## src/hdl/snp_pkg.sv

```systemverilog
// Package with the shared types, constants and frame helper of the sensor node poller.
package snp_pkg;

  localparam int unsigned NODE_COUNT = 14;
  localparam int unsigned NODE_IDX_W = 4;
  localparam int unsigned CFG_IDX_W  = 8;
  localparam int unsigned CFG_DATA_W = 16;
  localparam int unsigned BYTE_CNT_W = 3;

  localparam logic [7:0] ADDR_BASE    = 8'd101;
  localparam logic [8:0] ADDR_LIMIT   = 9'(ADDR_BASE + NODE_COUNT);
  localparam logic [7:0] FRAME_START  = 8'd255;
  localparam logic [7:0] FRAME_END    = 8'd254;
  localparam logic [7:0] FRAME_OPTION = 8'd100;
  localparam logic [7:0] LED_ON       = 8'd128;
  localparam logic [7:0] LED_OFF      = 8'd0;

  localparam logic [NODE_IDX_W-1:0] LAST_NODE = NODE_IDX_W'(NODE_COUNT - 1);

  localparam logic [BYTE_CNT_W-1:0] BYTE_START  = 3'd0;
  localparam logic [BYTE_CNT_W-1:0] BYTE_ADDR   = 3'd1;
  localparam logic [BYTE_CNT_W-1:0] BYTE_LED0   = 3'd2;
  localparam logic [BYTE_CNT_W-1:0] BYTE_LED1   = 3'd3;
  localparam logic [BYTE_CNT_W-1:0] BYTE_LED2   = 3'd4;
  localparam logic [BYTE_CNT_W-1:0] BYTE_OPTION = 3'd5;
  localparam logic [BYTE_CNT_W-1:0] BYTE_END    = 3'd6;

  localparam logic [CFG_IDX_W-1:0] CFG_POLL_INTERVAL = 8'd0;
  localparam logic [CFG_IDX_W-1:0] CFG_THRESHOLD     = 8'd1;

  localparam logic [15:0] INTERVAL_RESET  = 16'd100;
  localparam logic [7:0]  THRESHOLD_RESET = 8'd10;

  localparam logic KIND_TICK   = 1'b0;
  localparam logic KIND_REPORT = 1'b1;

  typedef struct packed {
    logic       kind;
    logic [7:0] node_address;
    logic [7:0] sensor_reading;
  } in_word_t;

  typedef struct packed {
    logic [7:0] tx_byte;
    logic       last_byte;
  } out_word_t;

  // One queued poll: the node address byte and whether its LEDs light.
  typedef struct packed {
    logic [7:0] node_addr;
    logic       led_on;
  } frame_cmd_t;

  function automatic logic [7:0] frame_byte(input logic [BYTE_CNT_W-1:0] pos,
                                            input frame_cmd_t cmd);
    logic [7:0] led;
    led = cmd.led_on ? LED_ON : LED_OFF;
    case (pos)
      BYTE_START:  frame_byte = FRAME_START;
      BYTE_ADDR:   frame_byte = cmd.node_addr;
      BYTE_LED0:   frame_byte = led;
      BYTE_LED1:   frame_byte = led;
      BYTE_LED2:   frame_byte = led;
      BYTE_OPTION: frame_byte = FRAME_OPTION;
      BYTE_END:    frame_byte = FRAME_END;
      default:     frame_byte = FRAME_END;
    endcase
  endfunction

endpackage

```

## src/hdl/snp_front.sv

```systemverilog
// Front end: takes words, keeps the node readings and the poll timer, queues poll frames.
module snp_front (
  input  logic                         clk_i,
  input  logic                         rst_ni,
  input  logic                         in_valid_i,
  output logic                         in_stall_o,
  input  snp_pkg::in_word_t            in_word_i,
  input  logic                         cfg_valid_i,
  output logic                         cfg_ready_o,
  input  logic [snp_pkg::CFG_IDX_W-1:0]  cfg_index_i,
  input  logic [snp_pkg::CFG_DATA_W-1:0] cfg_data_i,
  output logic                         push_o,
  output snp_pkg::frame_cmd_t          push_cmd_o,
  input  logic                         queue_full_i
);

  logic [15:0] interval_q;
  logic [7:0]  threshold_q;
  logic [15:0] elapsed_q, elapsed_d;
  logic [snp_pkg::NODE_IDX_W-1:0] ptr_q, ptr_d;
  logic [7:0] base_q [snp_pkg::NODE_COUNT];
  logic [7:0] value_q [snp_pkg::NODE_COUNT];

  logic        accept;
  logic        is_tick;
  logic        fire;
  logic [15:0] elapsed_inc;
  logic [7:0]  rep_off;
  logic        rep_in_range;
  logic [snp_pkg::NODE_IDX_W-1:0] rep_idx;
  logic [snp_pkg::NODE_IDX_W-1:0] ptr_next;
  logic [7:0]  sel_value, sel_base, diff;

  assign in_stall_o  = queue_full_i;
  assign cfg_ready_o = 1'b1;
  assign accept      = in_valid_i && !in_stall_o;
  assign is_tick     = (in_word_i.kind == snp_pkg::KIND_TICK);

  assign elapsed_inc = (elapsed_q == 16'hFFFF) ? elapsed_q : elapsed_q + 16'd1;
  assign fire        = accept && is_tick && (elapsed_inc >= interval_q);
  assign ptr_next    = (ptr_q >= snp_pkg::LAST_NODE) ? '0 : ptr_q + 1'b1;

  assign rep_off      = in_word_i.node_address - snp_pkg::ADDR_BASE;
  assign rep_idx      = rep_off[snp_pkg::NODE_IDX_W-1:0];
  assign rep_in_range = (in_word_i.node_address >= snp_pkg::ADDR_BASE) &&
                        ({1'b0, in_word_i.node_address} < snp_pkg::ADDR_LIMIT);

  // The LED state is judged against the readings held when the frame is raised.
  assign sel_value = value_q[ptr_next];
  assign sel_base  = base_q[ptr_next];
  assign diff      = (sel_value >= sel_base) ? sel_value - sel_base : sel_base - sel_value;

  assign push_o               = fire;
  assign push_cmd_o.node_addr = snp_pkg::ADDR_BASE + 8'(ptr_next);
  assign push_cmd_o.led_on    = (diff > threshold_q);

  always_comb begin
    elapsed_d = elapsed_q;
    ptr_d     = ptr_q;
    if (accept && is_tick) begin
      if (fire) begin
        elapsed_d = '0;
        ptr_d     = ptr_next;
      end else begin
        elapsed_d = elapsed_inc;
      end
    end
  end

  always_ff @(posedge clk_i or negedge rst_ni) begin
    if (!rst_ni) begin
      interval_q  <= snp_pkg::INTERVAL_RESET;
      threshold_q <= snp_pkg::THRESHOLD_RESET;
      elapsed_q   <= '0;
      ptr_q       <= snp_pkg::LAST_NODE;
      for (int i = 0; i < snp_pkg::NODE_COUNT; i++) begin
        base_q[i]  <= '0;
        value_q[i] <= '0;
      end
    end else begin
      elapsed_q <= elapsed_d;
      ptr_q     <= ptr_d;
      if (cfg_valid_i && cfg_ready_o) begin
        if (cfg_index_i == snp_pkg::CFG_POLL_INTERVAL) begin
          interval_q <= cfg_data_i[15:0];
        end else if (cfg_index_i == snp_pkg::CFG_THRESHOLD) begin
          threshold_q <= cfg_data_i[7:0];
        end
      end
      if (accept && !is_tick && rep_in_range) begin
        value_q[rep_idx] <= in_word_i.sensor_reading;
        if (base_q[rep_idx] == 8'd0) begin
          base_q[rep_idx] <= in_word_i.sensor_reading;
        end
      end
    end
  end

endmodule

```

## src/hdl/snp_queue.sv

```systemverilog
// Two-entry queue of poll frame commands between the front end and the serializer.
module snp_queue (
  input  logic                clk_i,
  input  logic                rst_ni,
  input  logic                push_i,
  input  snp_pkg::frame_cmd_t push_cmd_i,
  output logic                full_o,
  input  logic                pop_i,
  output logic                empty_o,
  output snp_pkg::frame_cmd_t head_o
);

  snp_pkg::frame_cmd_t slot_q [2];
  logic       wr_q, rd_q;
  logic [1:0] count_q;

  assign full_o  = (count_q == 2'd2);
  assign empty_o = (count_q == 2'd0);
  assign head_o  = slot_q[rd_q];

  always_ff @(posedge clk_i) begin
    if (push_i) begin
      slot_q[wr_q] <= push_cmd_i;
    end
  end

  always_ff @(posedge clk_i or negedge rst_ni) begin
    if (!rst_ni) begin
      wr_q    <= 1'b0;
      rd_q    <= 1'b0;
      count_q <= '0;
    end else begin
      if (push_i) begin
        wr_q <= ~wr_q;
      end
      if (pop_i) begin
        rd_q <= ~rd_q;
      end
      case ({push_i, pop_i})
        2'b10:   count_q <= count_q + 2'd1;
        2'b01:   count_q <= count_q - 2'd1;
        default: count_q <= count_q;
      endcase
    end
  end

endmodule

```

## src/hdl/snp_back.sv

```systemverilog
// Serializer: turns each queued poll command into the seven frame bytes on the output.
module snp_back (
  input  logic                clk_i,
  input  logic                rst_ni,
  input  logic                empty_i,
  input  snp_pkg::frame_cmd_t head_i,
  output logic                pop_o,
  output logic                out_valid_o,
  input  logic                out_stall_i,
  output snp_pkg::out_word_t  out_word_o
);

  snp_pkg::frame_cmd_t cmd_q;
  logic                active_q, active_d;
  logic [snp_pkg::BYTE_CNT_W-1:0] cnt_q, cnt_d;
  logic                out_valid_q, out_valid_d;
  snp_pkg::out_word_t  out_q, out_d;
  logic                advance;

  assign advance     = !out_valid_q || !out_stall_i;
  assign pop_o       = advance && !active_q && !empty_i;
  assign out_valid_o = out_valid_q;
  assign out_word_o  = out_q;

  always_comb begin
    active_d    = active_q;
    cnt_d       = cnt_q;
    out_valid_d = out_valid_q;
    out_d       = out_q;
    if (advance) begin
      if (active_q) begin
        out_valid_d       = 1'b1;
        out_d.tx_byte     = snp_pkg::frame_byte(cnt_q, cmd_q);
        out_d.last_byte   = (cnt_q == snp_pkg::BYTE_END);
        cnt_d             = cnt_q + 1'b1;
        active_d          = (cnt_q != snp_pkg::BYTE_END);
      end else if (!empty_i) begin
        // The start byte is registered in the same cycle the command is taken.
        out_valid_d       = 1'b1;
        out_d.tx_byte     = snp_pkg::frame_byte(snp_pkg::BYTE_START, head_i);
        out_d.last_byte   = 1'b0;
        cnt_d             = snp_pkg::BYTE_ADDR;
        active_d          = 1'b1;
      end else begin
        out_valid_d       = 1'b0;
      end
    end
  end

  always_ff @(posedge clk_i) begin
    out_q <= out_d;
    if (pop_o) begin
      cmd_q <= head_i;
    end
  end

  always_ff @(posedge clk_i or negedge rst_ni) begin
    if (!rst_ni) begin
      active_q    <= 1'b0;
      cnt_q       <= '0;
      out_valid_q <= 1'b0;
    end else begin
      active_q    <= active_d;
      cnt_q       <= cnt_d;
      out_valid_q <= out_valid_d;
    end
  end

endmodule

```

## src/hdl/sensor_node_poller.sv

```systemverilog
// Top level of the sensor node poller: front end, command queue and frame serializer.
// First byte: a tick that fires a poll passes through the command queue registers and
// then the serializer output register. Throughput: one input word per cycle unless the
// command queue is full; a frame holds the serializer for its seven bytes, so the
// two-entry command queue stalls the input once polls outpace the output.
// Reset: asynchronous, active low; timer, node pointer, readings, baselines and the
// configuration registers take their reset values at once, with no clearing pass.
module sensor_node_poller (
  input  logic                           clk_i,
  input  logic                           rst_ni,
  input  logic                           in_valid_i,
  output logic                           in_stall_o,
  input  snp_pkg::in_word_t              in_word_i,
  output logic                           out_valid_o,
  input  logic                           out_stall_i,
  output snp_pkg::out_word_t             out_word_o,
  input  logic                           cfg_valid_i,
  output logic                           cfg_ready_o,
  input  logic [snp_pkg::CFG_IDX_W-1:0]  cfg_index_i,
  input  logic [snp_pkg::CFG_DATA_W-1:0] cfg_data_i
);

  logic                push;
  snp_pkg::frame_cmd_t push_cmd;
  logic                queue_full;
  logic                queue_empty;
  logic                pop;
  snp_pkg::frame_cmd_t head;

  snp_front u_front (
    .clk_i        (clk_i),
    .rst_ni       (rst_ni),
    .in_valid_i   (in_valid_i),
    .in_stall_o   (in_stall_o),
    .in_word_i    (in_word_i),
    .cfg_valid_i  (cfg_valid_i),
    .cfg_ready_o  (cfg_ready_o),
    .cfg_index_i  (cfg_index_i),
    .cfg_data_i   (cfg_data_i),
    .push_o       (push),
    .push_cmd_o   (push_cmd),
    .queue_full_i (queue_full)
  );

  snp_queue u_queue (
    .clk_i      (clk_i),
    .rst_ni     (rst_ni),
    .push_i     (push),
    .push_cmd_i (push_cmd),
    .full_o     (queue_full),
    .pop_i      (pop),
    .empty_o    (queue_empty),
    .head_o     (head)
  );

  snp_back u_back (
    .clk_i       (clk_i),
    .rst_ni      (rst_ni),
    .empty_i     (queue_empty),
    .head_i      (head),
    .pop_o       (pop),
    .out_valid_o (out_valid_o),
    .out_stall_i (out_stall_i),
    .out_word_o  (out_word_o)
  );

endmodule

```

## config.mk

```make
export PLATFORM = sky130hd
export DESIGN_NAME = sensor_node_poller
export DESIGN_NICKNAME = d
export VERILOG_FILES = /design/src/hdl/snp_pkg.sv /design/src/hdl/snp_front.sv /design/src/hdl/snp_queue.sv /design/src/hdl/snp_back.sv /design/src/hdl/sensor_node_poller.sv
export SDC_FILE = /design/constraint.sdc
export NUM_CORES = 1
export LEC_CHECK = 0
export BUFFER_PORTS_ARGS = -buffer_cell sky130_fd_sc_hd__buf_2
export CORE_MARGIN = 1
export CORE_UTILIZATION = 62
export CTS_BUF_LIST = sky130_fd_sc_hd__clkbuf_16
export DETAILED_ROUTE_END_ITERATION = 10
export GPL_TIMING_DRIVEN = 0
export PLACE_DENSITY = 0.8
export SYNTH_ARGS = -nofsm -noshare
export SYNTH_HDL_FRONTEND = slang
export SYNTH_SLANG_ARGS = --single-unit
```

## constraint.sdc

```tcl
create_clock -name clk_i -period 8.94 [get_ports clk_i]
set_input_delay 0.447 -clock clk_i [delete_from_list [all_inputs] [get_ports clk_i]]
set_output_delay 0.447 -clock clk_i [all_outputs]
set_load 0.03 [all_outputs]
```

==> Yosys cells after proc, flatten, opt, wreduce, memory -nomap -nowiden <==
Memories as Yosys holds them, arrays and structs flattened. A register that Yosys moved wholly into a read port is not among the register bits.
Index checks and enable logic that the tools add are counted.
{ "totals": {"ff_bits": 286, "ram_bits": 18, "inputBits": 46, "output_inout_bits": 12, "word_cells": 133, "memories": 1} }
{ "op_classes": {"add_sub_neg": 9, "n_lt_le_gt_ge": 9, "eq_ne": 13, "mux": 29, "n_bitwise": 6, "reduce_logical": 26} }
{ "mem_list": {"columns": ["name", "depth", "width", "read_ports", "rd_ports_with_merged_regs", "write_ports", "line_no", "source"], "rows": [
  ["u_queue.slot_q", 2, 9, 1, 1, 1, "snp_queue.sv:13", "snp_pkg::frame_cmd_t slot_q [2];"]
]} }
{ "ops": {"columns": ["cell", "n"], "rows": [
  ["bitwise mux 112 bit", 2],
  ["binary-select mux 8 bit (select 4 bit)", 3],
  ["two-way mux 8 bit", 9],
  ["demux 8 bit (select 4 bit)", 1],
  ["two-way mux 16 bit", 2],
  ["one-hot mux 8 bit (4 select lines)", 1],
  ["two-way mux 9 bit", 2],
  ["adder 16 x 1 -> 16 bit, second input constant", 1],
  ["equality test 16 bit, second input constant", 1],
  ["greater-or-equal comparator 16 bit", 1],
  ["logical NOT 8 bit", 2],
  ["subtractor 8 bit", 2],
  ["greater-or-equal comparator 5 bit, second input constant", 2],
  ["NOT 4 -> 5 bit", 2],
  ["equality test 3 bit, second input constant", 3],
  ["logical AND 1 bit", 9],
  ["adder 7 x 4 -> 8 bit, first input constant", 1],
  ["equality test 8 x 1 -> 1 bit, second input constant", 1],
  ["greater-or-equal comparator 8 x 7 -> 1 bit, second input constant", 1],
  ["greater-or-equal comparator 8 bit", 1],
  ["greater-than comparator 8 bit", 1],
  ["less-than comparator 8 x 7 -> 1 bit, second input constant", 1],
  ["AND reduction 2 bit", 4],
  ["equality test 3 x 2 -> 1 bit, second input constant", 2],
  ["other kinds (24)", 37]
]} }

==> Logic depth before layout (Yosys ltp) <==
Gate-level depths: netlist of the first run.
{ "logic_depth": {"ltp_word": 9, "mapped_depth": 28, "mapped_depth_nobuf": 26} }

==> Modules after synthesis <==
From an unflattened synthesis of the first run, not the netlist that was laid out.
{ "unflattened": {"hier_cells": 1480, "area_unflattened_um2": 16902.5} }
{ "by_module_without_submodules": {"columns": ["mod", "instances", "cells_per_inst", "area_each_um2", "seq_area_each_um2"], "rows": [
  ["snp_front", 1, 1365, 15102.0, 6716.4],
  ["snp_back", 1, 71, 967.2, 665.6],
  ["snp_queue", 1, 44, 833.3, 640.6]
]} }

==> Least setup slack after synthesis of the first run <==
OpenSTA, ideal clock, no wires.
{ "synth_path": {"path_type": "register to register", "from": "register u_front.ptr_q[0] in the netlist's numbering", "to": "memory u_queue.slot_q[0][0] in the netlist's numbering, data pin", "setup_time_ns": 0.263, "t_arrival_ns": 5.271, "required_time_ns": 8.677, "setup_slack_ns": 3.406, "path_stages_with_launch": 28, "path_buffers": 4, "period_less_slack_ns": 5.534, "cell_sequence": "dfstp_2 -> inv_2 -> clkbuf_1 -> ha_1 -> nor2b_1 -> a21oi_1 -> nor2_1 -> a41oi_1 -> clkbuf_1 -> clkbuf_1 -> buf_1 -> a21oi_1 -> ha_1 -> fa_1 -> nor2b_1 -> o21ai_0 -> nand2b_1 -> nor4_1 -> o21ai_1 -> mux2i_1 -> xor2_1 -> ha_1 -> o21a_1 -> o21ai_0 -> nand2b_1 -> a21oi_1 -> o21ai_0 -> o31a_1"} }
{ "synth_lines": {"columns": ["item", "line_no", "source"], "rows": [
  ["start: declaration", "snp_front.sv:20", "logic [snp_pkg::NODE_IDX_W-1:0] ptr_q, ptr_d;"],
  ["start signal: assignment", "snp_front.sv:75", "ptr_q <= snp_pkg::LAST_NODE;"],
  ["start signal: assignment", "snp_front.sv:82", "ptr_q <= ptr_d;"],
  ["end: declaration", "snp_queue.sv:13", null]
]} }

==> results_dict.tcl, run 1 <==
set metrics [dict create \
    drt_wl_total_um 43010 \
    drive_gt1_frac 0.2413 \
    fin_nets 1606 \
    die-width_um 163.4 \
    viasPerCell 6.494 \
    cp_num_buf_inv 5 \
    outcome "finished clean" \
    hold_violations 0 \
    fin_tns_setup_ps 0 \
    cp-end-kind "flop" \
    critical-path-max-stage-delay_ps 710 \
    p_per_area_nw_per_um2 351.7 \
    post_cts_resized 0 \
    ys_seq_area_frac 0.4783 \
    busiest_layer "met2" \
    hpwl_um 30390 \
    antenna_found_initial 1 \
    total_power_mw 6.314 \
    io_buffers 46 \
    drv_cap 0 \
    ant_nets 0 \
    htreeDepth 2 \
    row_count 58 \
    drtPass1Iterations 6 \
    use_met1 0.4312 \
    finalInstanceArea_um2 17950 \
    use_met2 0.5225 \
    period_share 0.8499 \
    die_area_um2 26690 \
    synthCells 1418 \
    synth_area_um2 16150 \
    dr_total_vias 12070 \
    holdCritStartpoint "cfg_data_i[13]" \
    yosys_most_used_dff "dfrtp_1" \
    synth-seq-cells 303 \
    post_drt_wl_per_cell_um 23.14 \
    grt_max_degree 107 \
    relSlewSlack 0.09083 \
    timing.fmax_mhz 131.6 \
    use_met3 0.07745 \
    syn2layout_area_growth_pct 11.17 \
    hp-class "input pin to flop" \
    setup_viol 0 \
    slowest_stage "clkbuf_1" \
    overflow 0 \
    timing.final.ws_setup_ps 1342 \
    slew_viol_final 0 \
    clock_skew_ps 22.93 \
    crit_start "u_front.ptr_q[0]" \
    ir_drop_v 0.0004280 \
    clkTransAtPathRegs_ps 60 \
    post_cts_buffers 0 \
    placed_area_um2 16850 \
    synthArstFlopShare 0.9142 \
    r2r-start "u_front.ptr_q[0]" \
    fill_cells 1843 \
    diodes 0 \
    yosys_warnings 0 \
    pin_count 58 \
    initial_utilization 0.6357 \
    finalCriticalPeriod_ps 7598 \
    syn-num-nets 1521 \
    rsz0062_at_grt "false" \
    drc 0 \
    critPathKind "flop to flop" \
    grt_pass1_wl_um 67400 \
    tightest_slew_ps 1357 \
    layout_commonest_cell "dfrtp_1" \
    drt_iter0_markers 1283 \
    synth_edf_count 26 \
    place_congestion 0.9950 \
    crit_path_max_fanout 11 \
    place_worst_setup_slack_ps 1533 \
    worst_path_dominant_cell_family "compound AO/OA/AOI/OAI gates" \
    cts_num_sinks 303 \
    cp.arrival_ps 7840 \
    mostFrequentLayoutCells "dfrtp_1 (269), mux2_2 (186), nand2_1 (113)" \
    clock_path_buffers 3 \
    core_region_area_um2 25400 \
    clk_latency_ps 520 \
    netlist-cell-type-count 68 \
    cts_buffers 34 \
    required_ps 9180 \
    grt_pass1_vias 12190 \
    cp-start-kind "flop" \
    placed_cells 1796 \
    tritoncts "built" \
    cts_root_buf "clkbuf_16" \
    synth_area_per_cell_um2 11.39 \
    grt_usage 0.3316 \
    leakagePower_nw 8.517 \
    fin_cells 1859 \
    die_h_um 163.4 \
]
layer usage:
layer | routed length (um) | part of all wire
met2 | 19720 | 0.46
met4 | 2120 | 0.049
met3 | 3706 | 0.086
met1 | 17450 | 0.41
met5 | 11 | 0.00026
cells in the mapped netlist, types with 10 or more instances:
cell | n | area, um^2
mux2_2 | 186 | 2095
edfxtp_1 | 26 | 780.8
buf_2 | 15 | 75.07
o21a_1 | 17 | 127.6
inv_1 | 39 | 146.4
nor4_1 | 25 | 156.4
o221ai_1 | 18 | 157.7
ha_1 | 55 | 688.2
nor3_1 | 13 | 65.06
xnor2_1 | 16 | 140.1
o21ai_0 | 57 | 285.3
clkbuf_1 | 57 | 214.0
a221oi_1 | 10 | 87.58
nand3_1 | 39 | 195.2
buf_4 | 11 | 82.58
nand2b_1 | 11 | 68.82
and3_1 | 15 | 93.84
a31oi_1 | 16 | 100.1
nor2_1 | 38 | 142.6
mux2i_1 | 72 | 720.7
a21oi_1 | 41 | 205.2
mux2_4 | 16 | 240.2
nor2_2 | 10 | 62.56
buf_1 | 12 | 45.04
a21o_1 | 22 | 165.2
nor2b_1 | 17 | 106.4
o22ai_1 | 21 | 131.4
nand2_1 | 113 | 424.2
dfrtp_1 | 269 | 6731
mux2_1 | 48 | 540.5
flip-flops by register name, summed over array words and instances (netlist names):
signal,cells
u_back.active_q,1
u_back.cmd_q,6
u_back.cnt_q,3
u_back.out_valid_o,1
u_back.out_word_o,8
u_front.base_q,112
u_front.elapsed_q,16
u_front.interval_q,16
u_front.ptr_q,4
u_front.threshold_q,8
u_front.value_q,112
u_queue.count_q,2
u_queue.rd_q,1
u_queue.slot_q,12
u_queue.wr_q,1
tightest hold or removal path: cells and delay by family:
kind | cells | cell delay (ps)
buffers and inverters | 1 | 70
AO/OA/AOI/OAI | 1 | 50
AND/OR/NAND/NOR | 1 | 30
cells by family (layout without fill, tap and decap cells):
family          Yosys count  in the layout  synth area share
other cells               1              1         0.0002322
flops                   303            303            0.4783
fa+ha+maj                57             57           0.04510
compound gates          246            246            0.1015
mux                     323            323            0.2241
xor+xnor                 23             23           0.01248
simple gates            324            324            0.1009
buf+inv                 141            252           0.03743
stage by stage:
| step | hold slack [ps] | util |
|---|---|---|
| after floorplan | 151.4 | - |
| after global placement | 469.9 | 0.6610 |
| after detailed placement | 452.5 | 0.6636 |
| after CTS | 127.4 | 0.7067 |
| after global routing | 150.8 | 0.7067 |
| final | 141.3 | 0.7067 |
area by class of cell:
cell class	count	area, um^2	share of cell area
tap	330	412.9	0.02300
multi-input combinational	974	7820	0.4356
buffer	97	439.2	0.02446
timing repair buffer	49	305.3	0.01701
clock inverter	28	235.2	0.01310
clock buffer	34	850.8	0.04740
sequential	303	7722	0.4302
inverter	44	165.2	0.009200
final timing paths:
kind                                     endpoint  slack [ps]  cells after the start
max                          u_queue.slot_q[0][0]        1340                     27
min reg2reg                          u_queue.wr_q         500                      1
max reg2reg                  u_queue.slot_q[0][0]        1340                     27
min in group asynchronous      u_front.base_q[34]         490                      2
min                        u_front.interval_q[13]         140                      3
max in group asynchronous     u_front.value_q[67]        7130                      4
repair_timing:
item                                    in CTS  in global routing
hold buffers                                 1                  0
endpoints found under the hold margin       65                  0
endpoints found under the setup margin       0                  0
report_power, final:
| group | total, mW | leakage [nW] | internal [mW] | switching, mW |
|---|---|---|---|---|
| Combinational | 3.33 | 4.00 | 1.31 | 2.03 |
| Clock | 1.36 | 0.552 | 0.789 | 0.573 |
| Sequential | 1.62 | 3.96 | 1.55 | 0.0686 |
No activity file was read; power rests on OpenSTA's default activity.
==> run 2, diff against run 1 <==
clock period = 7.8 ns   (was 8.94 ns; I/O delays follow)
==> results_dict.tcl, run 2 (synthesis results as in run 1) <==
set metrics [dict create \
    outcome "finished clean" \
    p_seq_frac 0.256 \
    row_count 58 \
    diodes 0 \
    htreeDepth 2 \
    critPathKind "flop to flop" \
    p_per_area_nw_per_um2 402.9 \
    die_area_um2 26690 \
    r2r-start "u_front.ptr_q[0]" \
    grt_pass1_wl_um 67400 \
    antenna_found_initial 1 \
    clock_path_buffers 3 \
    ir_drop_v 0.0004917 \
    tightest_slew_ps 1043 \
    period_share 0.9248 \
    post_cts_buffers 0 \
    cts_num_sinks 303 \
    post_drt_wl_per_cell_um 23.12 \
    cp-start-kind "flop" \
    grt_pass1_vias 12190 \
    hold_violations 0 \
    met2_length_um 19720 \
    relSlewSlack 0.2974 \
    drive_gt1_frac 0.2426 \
    cts_buffers 34 \
    layout_commonest_cell "dfrtp_1" \
    finalCriticalPeriod_ps 7214 \
    cp_num_buf_inv 5 \
    cp-end-kind "flop" \
    hold_end "u_front.interval_q[13]" \
    dr_wl_met3_um 3609 \
    fin_cells 1859 \
    slew_viol_final 0 \
    cpMostUsedCell "o21ai_0" \
    r2r_cells 27 \
    grt_usage 0.3316 \
    drc 0 \
    dr_total_vias 12050 \
    total_power_mw 7.235 \
    placed_cells 1796 \
    initial_utilization 0.6357 \
    crit_path_max_fanout 10 \
    clock_skew_ps 25.81 \
    rsz0062_at_grt "false" \
    met1Wirelength_um 17490 \
    required_ps 8040 \
    clkTransAtPathRegs_ps 60 \
    p_sw_frac 0.4224 \
    die_h_um 163.4 \
    grt_max_degree 107 \
    hp-class "input pin to flop" \
    pin_count 58 \
    drv_cap 0 \
    drt_wl_total_um 42990 \
    slowest_stage "o21ai_1" \
    internal_power_mw 4.179 \
    worst_path_dominant_cell_family "compound AO/OA/AOI/OAI gates" \
    clock_power_share 0.216 \
    timing.fmax_mhz 138.6 \
    combPwrFrac 0.528 \
    leakagePower_nw 8.520 \
    syn2layout_area_growth_pct 11.22 \
    top_layer "met5" \
    holdCritStartpoint "cfg_data_i[13]" \
    reg.largest.list "u_front.base_q (112), u_front.value_q (112)" \
    ant_nets 0 \
    viasPerCell 6.480 \
    drtPass1Iterations 8 \
    io_buffers 46 \
    fin_nets 1606 \
    mostFrequentLayoutCells "dfrtp_1 (269), mux2_2 (186), nand2_1 (113)" \
    r2r_end "u_queue.slot_q[0][0]" \
    cts_root_buf "clkbuf_16" \
    tritoncts "built" \
    whs_path_depth 3 \
    power.switching_mw 3.056 \
    setup_viol 0 \
    overflow 0 \
    hpwl_um 30390 \
    clk_latency_ps 530 \
    cp.arrival_ps 7450 \
    core_region_area_um2 25400 \
    die-width_um 163.4 \
    drt_iter0_markers 1317 \
    r2r_slack_ps 590 \
    fin_tns_setup_ps 0 \
    place_congestion 0.9950 \
    critical-path-max-stage-delay_ps 640 \
]
==> run 2: changes by cell type in the layout (fill, tap and decap cells not counted) <==
cell / delta
a31oi_2: +1
clkbuf_2: +1
a31oi_1: -1
clkbuf_1: -1
==> run 2: stage by stage <==
| stage | worst slack, ps | hold slack [ps] | utilization | area, um^2 |
|---|---|---|---|---|
| after global placement | 574.8 | 469.9 | 0.6610 | 16790 |
| after detailed placement | 392.7 | 395.5 | 0.6636 | 16850 |
| after CTS | 401.0 | 70.36 | 0.7067 | 17950 |
| after global routing | 213.8 | 93.83 | 0.7070 | 17960 |
| final | 586.4 | 83.60 | 0.7070 | 17960 |
| after floorplan | 2266 | 94.41 | - | 16150 |
==> run 2: layout make-up <==
class / instances / area, um^2
Timing Repair Buffer: 49 / 305.3
Fill cell: 1839 / 7441
Clock inverter: 28 / 235.2
Clock buffer: 34 / 850.8
Inverter: 44 / 165.2
Sequential cell: 303 / 7722
Multi-Input combinational cell: 974 / 7826
Tap cell: 330 / 412.9
Buffer: 97 / 440.4
==> run 2: worst min-delay path: cells and delay by family <==
kind                   cells  cell delay, ps
buffers and inverters      1              70
AOI/OAI and AO/OA          1              50
and+or+nand+nor            1              30
==> run 2: power groups by stage <==
stage / logic, mW / registers, mW / clock network, mW
after floorplan: 2.66 / 1.90 / 0
after global placement: 3.61 / 1.87 / 0
after detailed placement: 3.70 / 1.88 / 0
after CTS: 3.75 / 1.85 / 1.57
after global routing: 4.17 / 1.87 / 1.63
final: 3.82 / 1.85 / 1.56
==> run 2: metal layers <==
layer / up-vias / track usage
li1: 5337 / -
met1: 5982 / 0.4312
met2: 575 / 0.5225
met3: 150 / 0.07745
met4: 2 / 0.1610
met5: - / 0
==> run 2: worst max-delay path by stage <==
stage                                 to        startpoint  cells after the start
finish              u_queue.slot_q[0][0]  u_front.ptr_q[0]                     27
global route        u_queue.slot_q[0][0]  u_front.ptr_q[0]                     27
CTS                 u_queue.slot_q[0][0]  u_front.ptr_q[0]                     27
detailed placement  u_queue.slot_q[0][0]  u_front.ptr_q[0]                     27
global placement    u_queue.slot_q[0][0]  u_front.ptr_q[0]                     27
floorplan           u_queue.slot_q[0][0]  u_front.ptr_q[0]                     27
==> run 2: timing repair <==
item | in CTS | in global routing
resized for setup | 0 | 3
hold buffers | 1 | 0
setup endpoints to repair | 0 | 2
endpoints found under the hold margin | 65 | 0
